$ cat src/sv/spd_pkg.sv
`default_nettype none

package spd_pkg;

    localparam int unsigned ByteWidth   = 8;
    localparam int unsigned LenWidth    = 32;
    localparam int unsigned HdrPosWidth = 3;

    localparam logic [ByteWidth-1:0] ID_STDOUT = 8'd1;
    localparam logic [ByteWidth-1:0] ID_STDERR = 8'd2;
    localparam logic [ByteWidth-1:0] ID_EXIT   = 8'd3;

    localparam logic [HdrPosWidth-1:0] HDR_ID      = 3'd0;
    localparam logic [HdrPosWidth-1:0] HDR_LEN_LO  = 3'd1;
    localparam logic [HdrPosWidth-1:0] HDR_LEN_HI  = 3'd4;
    localparam logic [HdrPosWidth-1:0] HEADER_BYTES = 3'd5;

    localparam logic KIND_BYTE = 1'b0;
    localparam logic KIND_EOS  = 1'b1;

    localparam logic RES_PAYLOAD = 1'b0;
    localparam logic RES_SUMMARY = 1'b1;

    localparam logic CH_STDOUT = 1'b0;
    localparam logic CH_STDERR = 1'b1;

    typedef logic [ByteWidth-1:0] byte_t;
    typedef logic [LenWidth-1:0]  len_t;

endpackage

`default_nettype wire

$ cat src/sv/shell_packet_deframer_top.sv
// A word that yields a result shows it on the output in the cycle after acceptance.
// Throughput: one input word per cycle; the only stall is a held result that is not taken.
// Header, length and payload tracking update on each accepted word.
// Reset (rst_n, asynchronous, active low) clears the header position, length,
// packet id, pending exit byte, exit code and the output valid flag.
`default_nettype none

module shell_packet_deframer_top
    import spd_pkg::*;
(
    input  wire                  clk,
    input  wire                  rst_n,
    input  wire                  in_valid,
    output logic                 in_ready,
    input  wire                  kind,
    input  wire  [ByteWidth-1:0] stream_byte,
    output logic                 out_valid,
    input  wire                  out_ready,
    output logic                 result_kind,
    output logic [ByteWidth-1:0] payload_byte,
    output logic                 channel,
    output logic                 packet_end,
    output logic [ByteWidth-1:0] exit_status,
    output logic                 success,
    output logic                 truncated
);

    logic [HdrPosWidth-1:0] hdr_pos_reg, hdr_pos_next;
    byte_t                  packet_id_reg, packet_id_next;
    len_t                   bytes_left_reg, bytes_left_next;
    logic                   in_payload_reg, in_payload_next;
    byte_t                  pending_exit_reg, pending_exit_next;
    logic                   pending_valid_reg, pending_valid_next;
    byte_t                  ret_code_reg, ret_code_next;

    logic                   out_valid_reg, out_valid_next;
    logic                   res_kind_reg, res_kind_next;
    byte_t                  res_byte_reg, res_byte_next;
    logic                   res_channel_reg, res_channel_next;
    logic                   res_end_reg, res_end_next;
    byte_t                  res_exit_reg, res_exit_next;
    logic                   res_success_reg, res_success_next;
    logic                   res_trunc_reg, res_trunc_next;

    logic                   accept;
    logic                   emit;
    logic                   last;
    len_t                   len_merged;
    logic [1:0]             len_sel;

    assign in_ready = !out_valid_reg || out_ready;
    assign accept   = in_valid && in_ready;
    assign last     = (bytes_left_reg == len_t'(1));
    assign len_sel  = 2'(hdr_pos_reg - HDR_LEN_LO);

    always_comb
    begin
        len_merged = bytes_left_reg;
        unique case (len_sel)
            2'd0: len_merged[7:0]   = stream_byte;
            2'd1: len_merged[15:8]  = stream_byte;
            2'd2: len_merged[23:16] = stream_byte;
            2'd3: len_merged[31:24] = stream_byte;
            default: len_merged = bytes_left_reg;
        endcase
    end

    always_comb
    begin
        hdr_pos_next       = hdr_pos_reg;
        packet_id_next     = packet_id_reg;
        bytes_left_next    = bytes_left_reg;
        in_payload_next    = in_payload_reg;
        pending_exit_next  = pending_exit_reg;
        pending_valid_next = pending_valid_reg;
        ret_code_next      = ret_code_reg;

        emit             = 1'b0;
        res_kind_next    = RES_PAYLOAD;
        res_byte_next    = '0;
        res_channel_next = CH_STDOUT;
        res_end_next     = 1'b0;
        res_exit_next    = '0;
        res_success_next = 1'b0;
        res_trunc_next   = 1'b0;

        if (accept)
        begin
            priority if (kind == KIND_EOS)
            begin
                emit               = 1'b1;
                res_kind_next      = RES_SUMMARY;
                res_exit_next      = ret_code_reg;
                res_success_next   = (ret_code_reg == '0);
                res_trunc_next     = in_payload_reg;
                hdr_pos_next       = HDR_ID;
                packet_id_next     = '0;
                bytes_left_next    = '0;
                in_payload_next    = 1'b0;
                pending_exit_next  = '0;
                pending_valid_next = 1'b0;
                ret_code_next      = '0;
            end
            else if (in_payload_reg)
            begin
                bytes_left_next = bytes_left_reg - len_t'(1);
                if (packet_id_reg == ID_EXIT && !pending_valid_reg)
                begin
                    pending_exit_next  = stream_byte;
                    pending_valid_next = 1'b1;
                end
                if (packet_id_reg == ID_STDOUT || packet_id_reg == ID_STDERR)
                begin
                    emit             = 1'b1;
                    res_byte_next    = stream_byte;
                    res_channel_next = (packet_id_reg == ID_STDERR) ? CH_STDERR : CH_STDOUT;
                    res_end_next     = last;
                end
                if (last)
                begin
                    if (packet_id_reg == ID_EXIT && pending_valid_next)
                    begin
                        ret_code_next = pending_exit_next;
                    end
                    pending_valid_next = 1'b0;
                    in_payload_next    = 1'b0;
                    hdr_pos_next       = HDR_ID;
                    bytes_left_next    = '0;
                end
            end
            else if (hdr_pos_reg == HDR_ID || hdr_pos_reg >= HEADER_BYTES)
            begin
                packet_id_next     = stream_byte;
                bytes_left_next    = '0;
                pending_valid_next = 1'b0;
                hdr_pos_next       = HDR_LEN_LO;
            end
            else
            begin
                bytes_left_next = len_merged;
                hdr_pos_next    = hdr_pos_reg + HDR_LEN_LO;
                if (hdr_pos_reg == HDR_LEN_HI)
                begin
                    hdr_pos_next = HDR_ID;
                    if (len_merged == '0)
                    begin
                        pending_valid_next = 1'b0;
                        in_payload_next    = 1'b0;
                        bytes_left_next    = '0;
                    end
                    else
                    begin
                        in_payload_next = 1'b1;
                    end
                end
            end
        end
    end

    always_comb
    begin
        out_valid_next = out_valid_reg;
        if (emit)
        begin
            out_valid_next = 1'b1;
        end
        else if (out_ready)
        begin
            out_valid_next = 1'b0;
        end
    end

    always_ff @(posedge clk or negedge rst_n)
    begin
        if (!rst_n)
        begin
            hdr_pos_reg       <= HDR_ID;
            packet_id_reg     <= '0;
            bytes_left_reg    <= '0;
            in_payload_reg    <= 1'b0;
            pending_exit_reg  <= '0;
            pending_valid_reg <= 1'b0;
            ret_code_reg      <= '0;
            out_valid_reg     <= 1'b0;
        end
        else
        begin
            hdr_pos_reg       <= hdr_pos_next;
            packet_id_reg     <= packet_id_next;
            bytes_left_reg    <= bytes_left_next;
            in_payload_reg    <= in_payload_next;
            pending_exit_reg  <= pending_exit_next;
            pending_valid_reg <= pending_valid_next;
            ret_code_reg      <= ret_code_next;
            out_valid_reg     <= out_valid_next;
        end
    end

    // hold the result until taken
    always_ff @(posedge clk)
    begin
        if (emit)
        begin
            res_kind_reg    <= res_kind_next;
            res_byte_reg    <= res_byte_next;
            res_channel_reg <= res_channel_next;
            res_end_reg     <= res_end_next;
            res_exit_reg    <= res_exit_next;
            res_success_reg <= res_success_next;
            res_trunc_reg   <= res_trunc_next;
        end
    end

    assign out_valid    = out_valid_reg;
    assign result_kind  = res_kind_reg;
    assign payload_byte = res_byte_reg;
    assign channel      = res_channel_reg;
    assign packet_end   = res_end_reg;
    assign exit_status  = res_exit_reg;
    assign success      = res_success_reg;
    assign truncated    = res_trunc_reg;

endmodule

`default_nettype wire

$ cat config.mk
export PLATFORM = sky130hd
export DESIGN_NAME = shell_packet_deframer_top
export DESIGN_NICKNAME = d
export VERILOG_FILES = /design/src/sv/spd_pkg.sv /design/src/sv/shell_packet_deframer_top.sv
export SDC_FILE = /design/constraint.sdc
export NUM_CORES = 1
export LEC_CHECK = 0
export BUFFER_PORTS_ARGS = -buffer_cell sky130_fd_sc_hd__buf_2
export CAP_MARGIN = 20
export CORE_UTILIZATION = 30
export CTS_BUF_LIST = sky130_fd_sc_hd__clkbuf_16
export CTS_CLUSTER_SIZE = 16
export DETAILED_ROUTE_END_ITERATION = 8
export PLACE_DENSITY = 0.53
export SETUP_SLACK_MARGIN = 0.15
export SLEW_MARGIN = 5
export SYNTH_ARGS = -nofsm -noshare
export SYNTH_HDL_FRONTEND = slang
export SYNTH_SLANG_ARGS = --single-unit
$ cat constraint.sdc
create_clock -name clk -period 5.1 [get_ports clk]
set_input_delay 0.51 -clock clk [delete_from_list [all_inputs] [get_ports clk]]
set_output_delay 0.51 -clock clk [all_outputs]
set_load 0.1 [all_outputs]
Yosys cells after proc, flatten, opt, wreduce, memory -nomap -nowiden:

Cells that the tools add are included.

* muxes and demuxes: 49
* $lt $le $gt $ge: 1
* bitwise logic cells: 3
* reduce and logical (&&, ||, !) cells: 26
* multiply operators: 0
* div/mod/pow operators: 0
* add/subtract/negate cells: 3
* equality and inequality tests: 10
* shifts and indexed selects: 0

Operator list (number)
* $mux W32: 6
* $mux W8: 14
* $eq A32 B1 Y1 const B: 1
* $logic_not A32 Y1: 1
* $sub A32 B1 Y32 const B: 1
* $mux W1: 24
* $eq A8 B2 Y1 const B: 2
* $mux W3: 5
* $reduce_bool A2 Y1: 5
* $eq A8 B1 Y1 const B: 1
* $logic_not A8 Y1: 1
* $reduce_bool A4 Y1: 2
* $reduce_and A2 Y1: 3
* $reduce_and A3 Y1: 2
* $eq A2 B2 Y1 const B: 2
* $reduce_and A4 Y1: 1
* $reduce_or A4 Y1: 1
* $add A3 B1 Y3 const B: 1
* $eq A3 B3 Y1 const B: 1
* $ge A3 B3 Y1 const B: 1
* $logic_and A1 B1 Y1: 3
* $logic_not A3 Y1: 1
* $logic_or A1 B1 Y1: 3
* $ne A3 B2 Y1 const B: 1
* 6 further kinds: 9

* word-level logic and storage cells: 107
* bits in registers: 83
* RAM bits: 0
* output and inout bits: 23
* ROM bits: 0
* memories kept: 0
* latch bits: 0

Longest topological paths before layout:

Gate-level depths: netlist (run 1).

* word-level depth: 11
* gate-level depth with buffers: 11
* gate-level depth less buffers: 8

Worst setup path after synthesis (run 1):

Ideal clock, no wire load.

* path type: reg2reg
* from: reg out_valid_reg, in the netlist out_valid
* to: reg res_channel_reg, in the netlist channel (enable)
* library setup time: 0.399 ns
* arrival time: 3.420 ns
* buffers on the path: 2
* stages on the path, launching flop included: 6
* setup slack: 1.282 ns
* clock period less this slack: 3.818 ns
* path through: dfrtp_1 nand2b_1 nand2_1 clkbuf_1 buf_1 nor2_1

* longest elaborated chain between the ends: 4

RTL lines
* start: declaration: RTL line shell_packet_deframer_top.sv:36 `logic out_valid_reg, out_valid_next;`
* start signal: assignment: RTL line shell_packet_deframer_top.sv:195 `out_valid_reg <= out_valid_next;`
* $logic_not A1 Y1: RTL line shell_packet_deframer_top.sv:51 `assign in_ready = !out_valid_reg || out_ready;`
* $logic_or A1 B1 Y1: RTL line shell_packet_deframer_top.sv:51
* net in_ready: RTL line shell_packet_deframer_top.sv:14 `output logic in_ready,`
* $logic_and A1 B1 Y1: RTL line shell_packet_deframer_top.sv:52 `assign accept = in_valid && in_ready;`
* $mux W1: RTL line shell_packet_deframer_top.sv:87 `if (accept)`
* net emit: RTL line shell_packet_deframer_top.sv:46 `logic emit;`
* end signal: assignment: RTL line shell_packet_deframer_top.sv:206 `res_channel_reg <= res_channel_next;`
* end: declaration: RTL line shell_packet_deframer_top.sv:39 `logic res_channel_reg, res_channel_next;`

The timed path passes the listed nets, and every way through them passes these cells.
A chain may end at the register's enable or synchronous reset.

Worst setup path after layout (run 1):

* from: reg hdr_pos_reg[0]
* to: reg bytes_left_reg[20]

* longest elaborated chain between the ends: 9
* elaborated cells on any way between the ends: 19

RTL lines
* start: declaration: RTL line shell_packet_deframer_top.sv:28 `logic [HdrPosWidth-1:0] hdr_pos_reg, hdr_pos_next;`
* start signal: assignment: RTL line shell_packet_deframer_top.sv:188 `hdr_pos_reg <= hdr_pos_next;`
* $sub A2 B1 Y2: RTL line shell_packet_deframer_top.sv:54 `assign len_sel = 2'(hdr_pos_reg - HDR_LEN_LO);`
* $eq A2 B1 Y1 (tied with other cells): RTL line shell_packet_deframer_top.sv:59 `unique case (len_sel)`
* $mux W8: RTL line shell_packet_deframer_top.sv:59
* $logic_not A32 Y1: RTL line shell_packet_deframer_top.sv:145 `if (len_merged == '0)`
* $mux W32: RTL line shell_packet_deframer_top.sv:145
* $mux W32: RTL line shell_packet_deframer_top.sv:142 `if (hdr_pos_reg == HDR_LEN_HI)`
* $mux W32 (*): RTL line shell_packet_deframer_top.sv:131 `else if (hdr_pos_reg == HDR_ID || hdr_pos_reg >= HEADER_BYTES)`
* $mux W32 (*): RTL line shell_packet_deframer_top.sv:104 `else if (in_payload_reg)`
* $mux W32 (*): RTL line shell_packet_deframer_top.sv:89 `priority if (kind == KIND_EOS)`
* end signal: assignment: RTL line shell_packet_deframer_top.sv:190 `bytes_left_reg <= bytes_left_next;`
* end: declaration: RTL line shell_packet_deframer_top.sv:30 `len_t bytes_left_reg, bytes_left_next;`

Every way passes the cells marked *; elsewhere a longest branch is shown, timed or not.

==> results of run 1 <==
[cell type report]
type	instances	area, um2	area share
Clock buffer	9	225	0.0397
Clock inverter	7	104	0.0183
Inverter	13	48.8	0.00860
Multi-Input combinational cell	418	2620	0.461
Sequential cell	83	2180	0.385
Tap cell	220	275	0.0485
Timing Repair Buffer	41	220	0.0388
[cells by family after synthesis]
family	count (synthesis)	synth area share
xor gates and xnor gates	1	0.00173
buffers and inverters	60	0.0503
muxes	34	0.0704
AOI/OAI and AO/OA	157	0.197
and+or+nand+nor	219	0.231
DFF	83	0.432
adders and majority gates	7	0.0173
[routing by layer]
metal  part of all wire  vias to the layer above  wire (um)
li1                   -                     2101          -
met1               0.46                     2197       6840
met2               0.43                      214       6430
met3              0.080                       48       1190
met4              0.031                        0        469
met5                  0                        -          0
[critical path, delay by kind of cell, from the launching register on]
| family | cells | cell delay [ps] |
|---|---|---|
| buf+inv | 1 | 130 |
| simple gates | 4 | 1430 |
| flops | 1 | 450 |
| compound gates | 1 | 190 |
| mux | 1 | 380 |
| fa+ha+maj | 1 | 670 |
[worst paths after layout]
check                                                start                         endpoint  slack [ps]  depth (start not counted)
max                             hdr_pos_reg[0]$_DFFE_PN0P_   bytes_left_reg[20]$_DFFE_PN0P_        1700                          8
min                                                  rst_n   bytes_left_reg[22]$_DFFE_PN0P_         140                          1
max reg2reg                     hdr_pos_reg[0]$_DFFE_PN0P_   bytes_left_reg[20]$_DFFE_PN0P_        1700                          8
min reg2reg                pending_exit_reg[1]$_DFFE_PN0P_  pending_exit_reg[1]$_DFFE_PN0P_         480                          2
max in group asynchronous                            rst_n     packet_id_reg[4]$_DFFE_PN0P_        3930                          2
min in group clk           pending_exit_reg[1]$_DFFE_PN0P_  pending_exit_reg[1]$_DFFE_PN0P_         480                          2
[where the power goes]
part	switching, W	internal, W
Sequential	0.000250	0.000900
Clock	0.000300	0.000438
Combinational	0.00122	0.000637
[through the flow]
stage	instance area [um2]	cells	utilization	total power, W
floorplan	5050	561	-	0.00256
global placement	5340	775	0.323	0.00297
detailed placement	5340	775	0.323	0.00297
CTS	5670	791	0.343	0.00372
global route	5670	791	0.343	0.00400
finish	5670	791	0.343	0.00374
[placed cells by master (no fill, tap or decap), drive strengths merged, types with 8 or more instances in the layout]
cell type / synthesis / routed
mux2: 12 / 12
o21ai: 61 / 61
buf: 10 / 41
nand3: 16 / 16
clkbuf: 37 / 9
nand2: 51 / 51
nor4: 21 / 21
nor3: 36 / 36
inv: 13 / 18
dfrtp: 62 / 62
edfxtp: 21 / 21
mux2i: 22 / 22
nor2: 36 / 36
and2: 19 / 19
a22oi: 11 / 11
a21boi: 8 / 8
a21oi: 22 / 22
==> reports/qor.yml, run 1 <==
status: "finished, final reports clean"
crit_chain: "inv_1 > ha_1 > mux2i_1 > nand4_1 > nor4_1 > nand4_1 > nand3_1 > o211ai_1"
syn_area_mm2: 0.00505
grt_antenna_before_repair: 0
worstPathRequired_ps: 5300
num_antenna_cells: 0
synth.avg_cell_area_um2: 9.00
fmax_mhz: 294
critPathSlowestCell: "ha_1"
coreArea_mm2: 0.0165
ios: 36
finalHoldViolations: 0
setup_viol: 0
worstSetupStartpointType: "register"
cts_sinks: 83
place_congestion: 0.909
rsz0062_at_grt: "false"
p_leak_nw: 2.22
clk_latency_ps: 350
cts.hold.buffers_added: 0
clockRootBuffer: "clkbuf_16"
use_met1: 0.244
post-synth-top-area-cell: "dfrtp_1"
drv_cap: 0
yosys_warnings: 0
grt.busiest_layer: "met2"
port_buffers: 35
rows: 47
drv_slew: 0
hp-class: "primary input to asynchronous set/reset pin"
wl_per_cell_um: 18.9
cts_tree: "done"
die_area_mm2: 0.0174
fin_skew_ps: 6.59
area_delta_synth_final_pct: 12.3
grt_overflow: 0
yosys.area.top_type_share: 0.307
hold_slack_ps: 137
synth_edf_count: 21
tns_ps: 0
drc_errors: 0
place_ws_ps: 1810
grt_max_degree: 46
drive_gt1_frac: 0.149
syn_inst: 561
cp_common_cell: "nand4_1"
slowest_delay_ps: 670
async_flop_share: 0.747
htree_levels: 3
p_per_area_mw_per_mm2: 660
vias: 4560
grtUsageTotal: 0.177
grt_pass1_vias: 4298
ant_nets: 0
syn-num-nets: 581
fp.dieH_um: 132
grt_first_pass_wirelength_um: 24000
worstPathMaxFanout: 17
period_share: 0.667
met3_usage: 0.0408
drtIter0Drc: 447
worstMarginPinSlew_ps: 1140
viasPerCell: 5.76
layout.nets: 586
largest_register_ffs: 32
fin_ws_ps: 1700
cts_resized: 0
met2_usage: 0.263
synth_cell_types: 62
clk_pin_slew_ps: 70
wirelength_um: 14900
synth_most_common_cell: "dfrtp_1"
fillCellCount: 1680
slew_headroom: 0.236
vdd_ir_drop_max_mv: 0.251
ys_seq_area_frac: 0.432
ys_top_cells_by_area: "dfrtp_1, edfxtp_1, mux2i_1"
detail_route.first_pass.iterations: 6
ys.flop_type: "dfrtp_1"
netlist_top_cells_count: "dfrtp_1, nand2_1, clkbuf_1"
post_cts_buffers: 0
cts.path.max_buffers: 2
yosys_register_bits: 83
post-route-min-period_ps: 3400
start_util: 0.306
hpwlAfterDp_um: 9930
cp.arrival_ps: 3600
crit_type: "register to register"
cp-end-kind: "register"
numCtsBuffers: 9
die_w_um: 132
Power figures use the tool's default switching activity.
==> inputs of run 2 (changes only) <==
- ABC_AREA: default -> 1
- PLACE_DENSITY: 0.53 -> 0.55
- clock period: 5.1 -> 2.84 ns (I/O delays scaled with it)
==> reports/qor.yml, run 2 <==
drv_cap: 0  # unchanged
coreArea_mm2: 0.0175  # +6.1%
grt_antenna_before_repair: 0  # unchanged
layout.nets: 820  # +40%
utilization: 0.354  # +0.0107
crit_family: "buffers and inverters"
port_buffers: 35  # unchanged
hold_start: "out_ready"
worstPathRequired_ps: 3140  # -2160 ps
async_flop_share: 0.747  # unchanged
detail_route.first_pass.iterations: 5  # -1
fp.dieH_um: 137  # +4.0%
multi_input_area_mm2: 0.00279  # +6.7%
hpwlAfterDp_um: 11300  # +14%
area_delta_synth_final_pct: 13.5
drive_gt1_frac: 0.150  # +0.00145
ys_seq_area_frac: 0.399  # -0.0329
grt_first_pass_wirelength_um: 25000  # +4.2%
worstSetupStartpointType: "register"
largest_register_ffs: 32  # unchanged
p_seq_frac: 0.370  # +0.063
r2r_cells: 9  # +1
synth.avg_cell_area_um2: 7.15  # -21%
fin_skew_ps: 5.29  # -1.30 ps
swShare: 0.408  # -0.0651
yosys_register_bits: 83  # unchanged
final_cell_mix: "nand2_1, inv_1, nor2_1"
yosys_warnings: 0  # unchanged
p_leak_nw: 2.96  # +33%
hold_slack_ps: 253  # +116 ps
netlist_top_cells_count: "nand2_1, inv_1, nor2_1"
combPwrFrac: 0.333  # -0.163
p_clk_frac: 0.297  # +0.100
clockRootBuffer: "clkbuf_16"
grt_overflow: 0  # unchanged
worstMarginPinSlew_ps: 707  # -435 ps
vdd_ir_drop_max_mv: 0.292  # +16%
synth_cell_types: 43  # -31%
fillCellCount: 1862  # +11%
syn_area_mm2: 0.00547  # +8.3%
die_area_mm2: 0.0188  # +8.1%
ys_top_cells_by_area: "dfrtp_1, nand2_1, edfxtp_1"
htree_levels: 3  # unchanged
wl_per_cell_um: 15.4  # -18%
vias: 5032  # +10%
rr_endpoint: "bytes_left_reg[14]$_DFFE_PN0P_"
numCtsBuffers: 9  # unchanged
regArea_mm2: 0.00218  # about the same
cp-end-kind: "register"
grt_max_degree: 45  # -2.2%
hold_path_depth: 4
cts.path.max_buffers: 2  # unchanged
rsz0062_at_grt: "false"
drtIter0Drc: 440  # -1.6%
internal_power_w: 0.00242  # +23%
ant_nets: 0  # unchanged
hp-class: "primary input to register"
setup_viol: 0  # unchanged
path_buf_inv: 3  # +2
slew_headroom: 0.526  # +0.290
start_util: 0.312  # +0.00612
worstReg2RegStart: "hdr_pos_reg[0]$_DFFE_PN0P_"
worstPathMaxFanout: 18  # +1
drc_errors: 0  # unchanged
syn-num-nets: 785  # +35%
p_switching_w: 0.00167  # -5.8%
critPathSlowestCell: "dfrtp_1"
crit_chain: "inv_1 > ha_1 > o21ai_2 > nand2_2 > inv_1 > nand3_1 > nand3_1 > o21ai_1 > inv_1"
wirelength_um: 15900  # +6.2%
crit_type: "register to register"
place_ws_ps: 567  # -1240 ps
drv_slew: 0  # unchanged
post-synth-top-area-cell: "dfrtp_1"
cts_tree: "done"
cts_sinks: 83  # unchanged
hold_path_end: "out_valid$_DFFE_PN0P_"
cp_common_cell: "inv_1"
ios: 36  # unchanged
slowest_delay_ps: 420  # -250 ps
final_common_cell: "nand2_1"
fmax_mhz: 436  # +48%
post-route-min-period_ps: 2290  # -1110 ps
clk_pin_slew_ps: 70  # about the same
r2r_slack_ps: 550  # -1150 ps
grtUsageTotal: 0.179  # +0.00182
yosys.area.top_type_share: 0.284  # -0.0234
viasPerCell: 4.89  # -15%
finalHoldViolations: 0  # unchanged
rows: 48  # +2.1%
p_per_area_mw_per_mm2: 659  # -0.18%
syn_inst: 765  # +36%
place_congestion: 0.860  # -5.4%
synth_most_common_cell: "nand2_1"
startpoint: "hdr_pos_reg[0]$_DFFE_PN0P_"
ys.flop_type: "dfrtp_1"
tns_ps: 0  # unchanged
status: "finished, final reports clean"
num_antenna_cells: 0  # unchanged
period_share: 0.807  # +0.140
fin_ws_ps: 547  # -1150 ps
die_w_um: 137  # +4.0%
grt_pass1_vias: 4606  # +7.2%
synth_edf_count: 21  # unchanged
cp.arrival_ps: 2590  # -1010 ps
clk_latency_ps: 350  # about the same
-- run 2: layout make-up --
class	count	share of cell area
Clock buffer	9	0.0363
Clock inverter	7	0.0121
Inverter	101	0.0619
Multi-Input combinational cell	560	0.450
Sequential cell	83	0.352
Tap cell	225	0.0454
Timing Repair Buffer	45	0.0427
-- run 2: how the worst max path moves through the flow --
stage,end,slack [ps],cells past startpoint
floorplan,channel$_SDFFCE_PP0P_,360,6
global placement,bytes_left_reg[14]$_DFFE_PN0P_,650,9
detailed placement,bytes_left_reg[14]$_DFFE_PN0P_,570,9
CTS,bytes_left_reg[14]$_DFFE_PN0P_,560,9
global route,pending_valid_reg$_DFFE_PN0P_,290,13
finish,bytes_left_reg[14]$_DFFE_PN0P_,550,9
-- run 2: tightest hold or removal path: stages --
cell	delay, ps
buf_2	80
inv_1	50
nand2_4	70
nand3_1	80
-- run 2: cell families (layout without fill, tap and decap cells) --
| group | count (synthesis) | in the layout | synth area share |
|---|---|---|---|
| AND/OR/NAND/NOR | 436 | 436 | 0.368 |
| buffers and inverters | 122 | 162 | 0.0911 |
| AO/OA/AOI/OAI | 112 | 112 | 0.118 |
| flip-flops | 83 | 83 | 0.399 |
| adder cells (fa/ha/maj) | 7 | 7 | 0.0160 |
| XOR/XNOR | 5 | 5 | 0.00801 |
-- run 2: power groups by stage --
stage,Clock (W),Combinational (W),Sequential [W]
after floorplan,0,0.000894,0.00168
after global placement,0,0.00135,0.00153
after detailed placement,0,0.00135,0.00153
after CTS,0.00124,0.00136,0.00151
after global routing,0.00129,0.00152,0.00153
final,0.00122,0.00136,0.00151
-- run 2: stage by stage --
| stage | cells | power [W] | cell area (um2) |
|---|---|---|---|
| after floorplan | 765 | 0.00257 | 5470 |
| after global placement | 1012 | 0.00288 | 5880 |
| after detailed placement | 1012 | 0.00288 | 5880 |
| after CTS | 1028 | 0.00410 | 6180 |
| after global routing | 1030 | 0.00434 | 6210 |
| final | 1030 | 0.00409 | 6210 |
-- run 2: timing repair --
item                                   CTS  global route
endpoints found under the hold margin    0             6
resized for setup                        0             0
hold buffers                             0             1
setup buffers                            0             0
-- run 2: layer usage --
metal / GRT usage / part of all wire / vias to the layer above / routed length, um
li1: - / - / 2521 / -
met1: 0.238 / 0.47 / 2343 / 7520
met2: 0.283 / 0.46 / 138 / 7230
met3: 0.0311 / 0.045 / 30 / 714
met4: 0.0745 / 0.024 / 0 / 385
met5: 0 / 0 / - / 0
==> inputs of run 3 (changes only) <==
- ABC_AREA: 1 -> 0
- PLACE_DENSITY: 0.55 -> 0.53
- clock period: 2.84 -> 2.25 ns (I/O delays scaled with it)
==> reports/qor.yml, run 3 (synthesis gave the netlist of run 1 again) <==
ios: 36  # unchanged
p_per_area_mw_per_mm2: 1560  # +140%
htree_levels: 3  # unchanged
worstPathRequired_ps: 2500  # -640 ps
status: "finished with violations"
grt_antenna_before_repair: 0  # unchanged
cp-end-kind: "register"
worstMarginPinSlew_ps: 649  # -58.0 ps
cts.path.max_buffers: 2  # unchanged
crit_type: "register to register"
clk_pin_slew_ps: 70  # about the same
layout.nets: 702  # -14%
final_cell_mix: "buf_4, dfrtp_1, nand2_1"
final_common_cell: "buf_4"
grt_first_pass_wirelength_um: 27400  # +9.6%
p_total_w: 0.0115  # +180%
worstPathMaxFanout: 5  # -13
ant_nets: 0  # unchanged
grt_pass1_vias: 4920  # +6.8%
dp.cells: 858  # -15%
port_buffers: 35  # unchanged
coreArea_mm2: 0.0165  # -5.8%
largest_register_ffs: 32  # unchanged
worstSetupStartpointType: "register"
cp.arrival_ps: 2710  # +120 ps
grtUsageTotal: 0.204  # +0.0258
rows: 47  # -2.1%
placedInstanceArea_mm2: 0.00612  # +4.1%
finalHoldViolations: 0  # unchanged
die_area_mm2: 0.0174  # -7.5%
fin_skew_ps: 8.95  # +3.66 ps
cts_tree: "done"
fp.dieH_um: 132  # -3.8%
failed_checks: "negative setup slack"
fin_area_mm2: 0.00737  # +19%
slew_headroom: 0.568  # +0.0415
num_antenna_cells: 0  # unchanged
hpwlAfterDp_um: 11700  # +3.4%
fin_ws_ps: -212  # -759 ps
clockRootBuffer: "clkbuf_16"
hp-class: "primary input to register"
vdd_ir_drop_max_mv: 0.692  # +140%
area_delta_synth_final_pct: 46.0
drtIter0Drc: 362  # -18%
period_share: 1.09  # +0.287
clk_latency_ps: 350  # about the same
place_congestion: 0.885  # +2.8%
fillCellCount: 1564  # -16%
wl_per_cell_um: 20.0  # +30%
finalNonFillerCells: 907  # -12%
grt_overflow: 0  # unchanged
viasPerCell: 5.72  # +17%
detail_route.first_pass.iterations: 5  # unchanged
cts_sinks: 83  # unchanged
die_w_um: 132  # -3.8%
drv_cap: 0  # unchanged
drc_errors: 0  # unchanged
post-route-min-period_ps: 2460  # +169 ps
drv_slew: 0  # unchanged
p_leak_nw: 2.97  # +0.51%
fmax_mhz: 406  # -6.8%
grt_max_degree: 46  # +2.2%
setup_viol: 46  # +46
start_util: 0.306  # -0.00612
wirelength_um: 18100  # +14%
numCtsBuffers: 9  # unchanged
drive_gt1_frac: 0.409  # +0.259
vias: 5184  # +3.0%
rsz0062_at_grt: "true"
## run 3: final cells by class
type / instances / area [um2] / area share
clock buffer: 9 / 225 / 0.0306
clock inverter: 7 / 58.8 / 0.00798
inverter: 13 / 51.3 / 0.00696
multi-input combinational: 420 / 3210 / 0.435
sequential: 83 / 2190 / 0.297
tap: 220 / 275 / 0.0373
timing repair buffer: 155 / 1370 / 0.185
## run 3: path summary, 6_finish.rpt
check | start | to | slack, ps | depth (start not counted)
setup reg to reg | bytes_left_reg[24]$_DFFE_PN0P_ | bytes_left_reg[16]$_DFFE_PN0P_ | -210 | 9
setup / recovery | bytes_left_reg[24]$_DFFE_PN0P_ | bytes_left_reg[16]$_DFFE_PN0P_ | -210 | 9
hold reg to reg | pending_exit_reg[1]$_DFFE_PN0P_ | pending_exit_reg[1]$_DFFE_PN0P_ | 490 | 2
max in group asynchronous | rst_n | out_valid$_DFFE_PN0P_ | 1140 | 3
hold / removal | out_ready | out_valid$_DFFE_PN0P_ | 190 | 3
min in group asynchronous | rst_n | bytes_left_reg[0]$_DFFE_PN0P_ | 430 | 2
## run 3: what timing repair did
| item | CTS | global route |
|---|---|---|
| hold buffers | 1 | 0 |
| endpoints found under the hold margin | 21 | 0 |
| gates resized for setup | 72 | 78 |
| setup endpoints to repair | 82 | 84 |
| setup buffers | 13 | 12 |
| cloned | 2 | 5 |
| pin swaps | 30 | 45 |
## run 3: critical path, cell delays in order (launching register included)
cell	delay, ps
dfrtp_1	380
or4_4	540
or4_4	460
nor3_4	150
buf_6	160
buf_12	130
buf_6	100
or2_4	160
o22ai_1	100
a22o_1	180
## run 3: per-layer routing
layer / vias up / GRT usage / share of wire
met5: - / 0 / 0
met4: 0 / 0.0756 / 0.027
met3: 49 / 0.0419 / 0.065
met2: 240 / 0.323 / 0.48
met1: 2557 / 0.276 / 0.43
li1: 2338 / - / -
## run 3: report_power, final
part	switching [W]	leakage (nW)	internal (W)	total (W)
Combinational	0.00417	1.82	0.00338	0.00755
Sequential	0.000446	1.01	0.00204	0.00249
Clock	0.000688	0.139	0.000768	0.00146
Total	0.00531	2.97	0.00619	0.0115
## run 3: per-stage QoR
stage / TNS [ps] / hold WS [ps] / util / setup slack, ps
2_1_floorplan: -1000 / -70.6 / - / -56.9
3_3_place_gp: -3800 / 286 / 0.370 / -206
3_5_place_dp: -5750 / 287 / 0.370 / -237
4_1_cts: -3100 / 180 / 0.410 / -118
5_1_grt: -9430 / 236 / 0.446 / -279
6_report: -5370 / 191 / 0.446 / -212
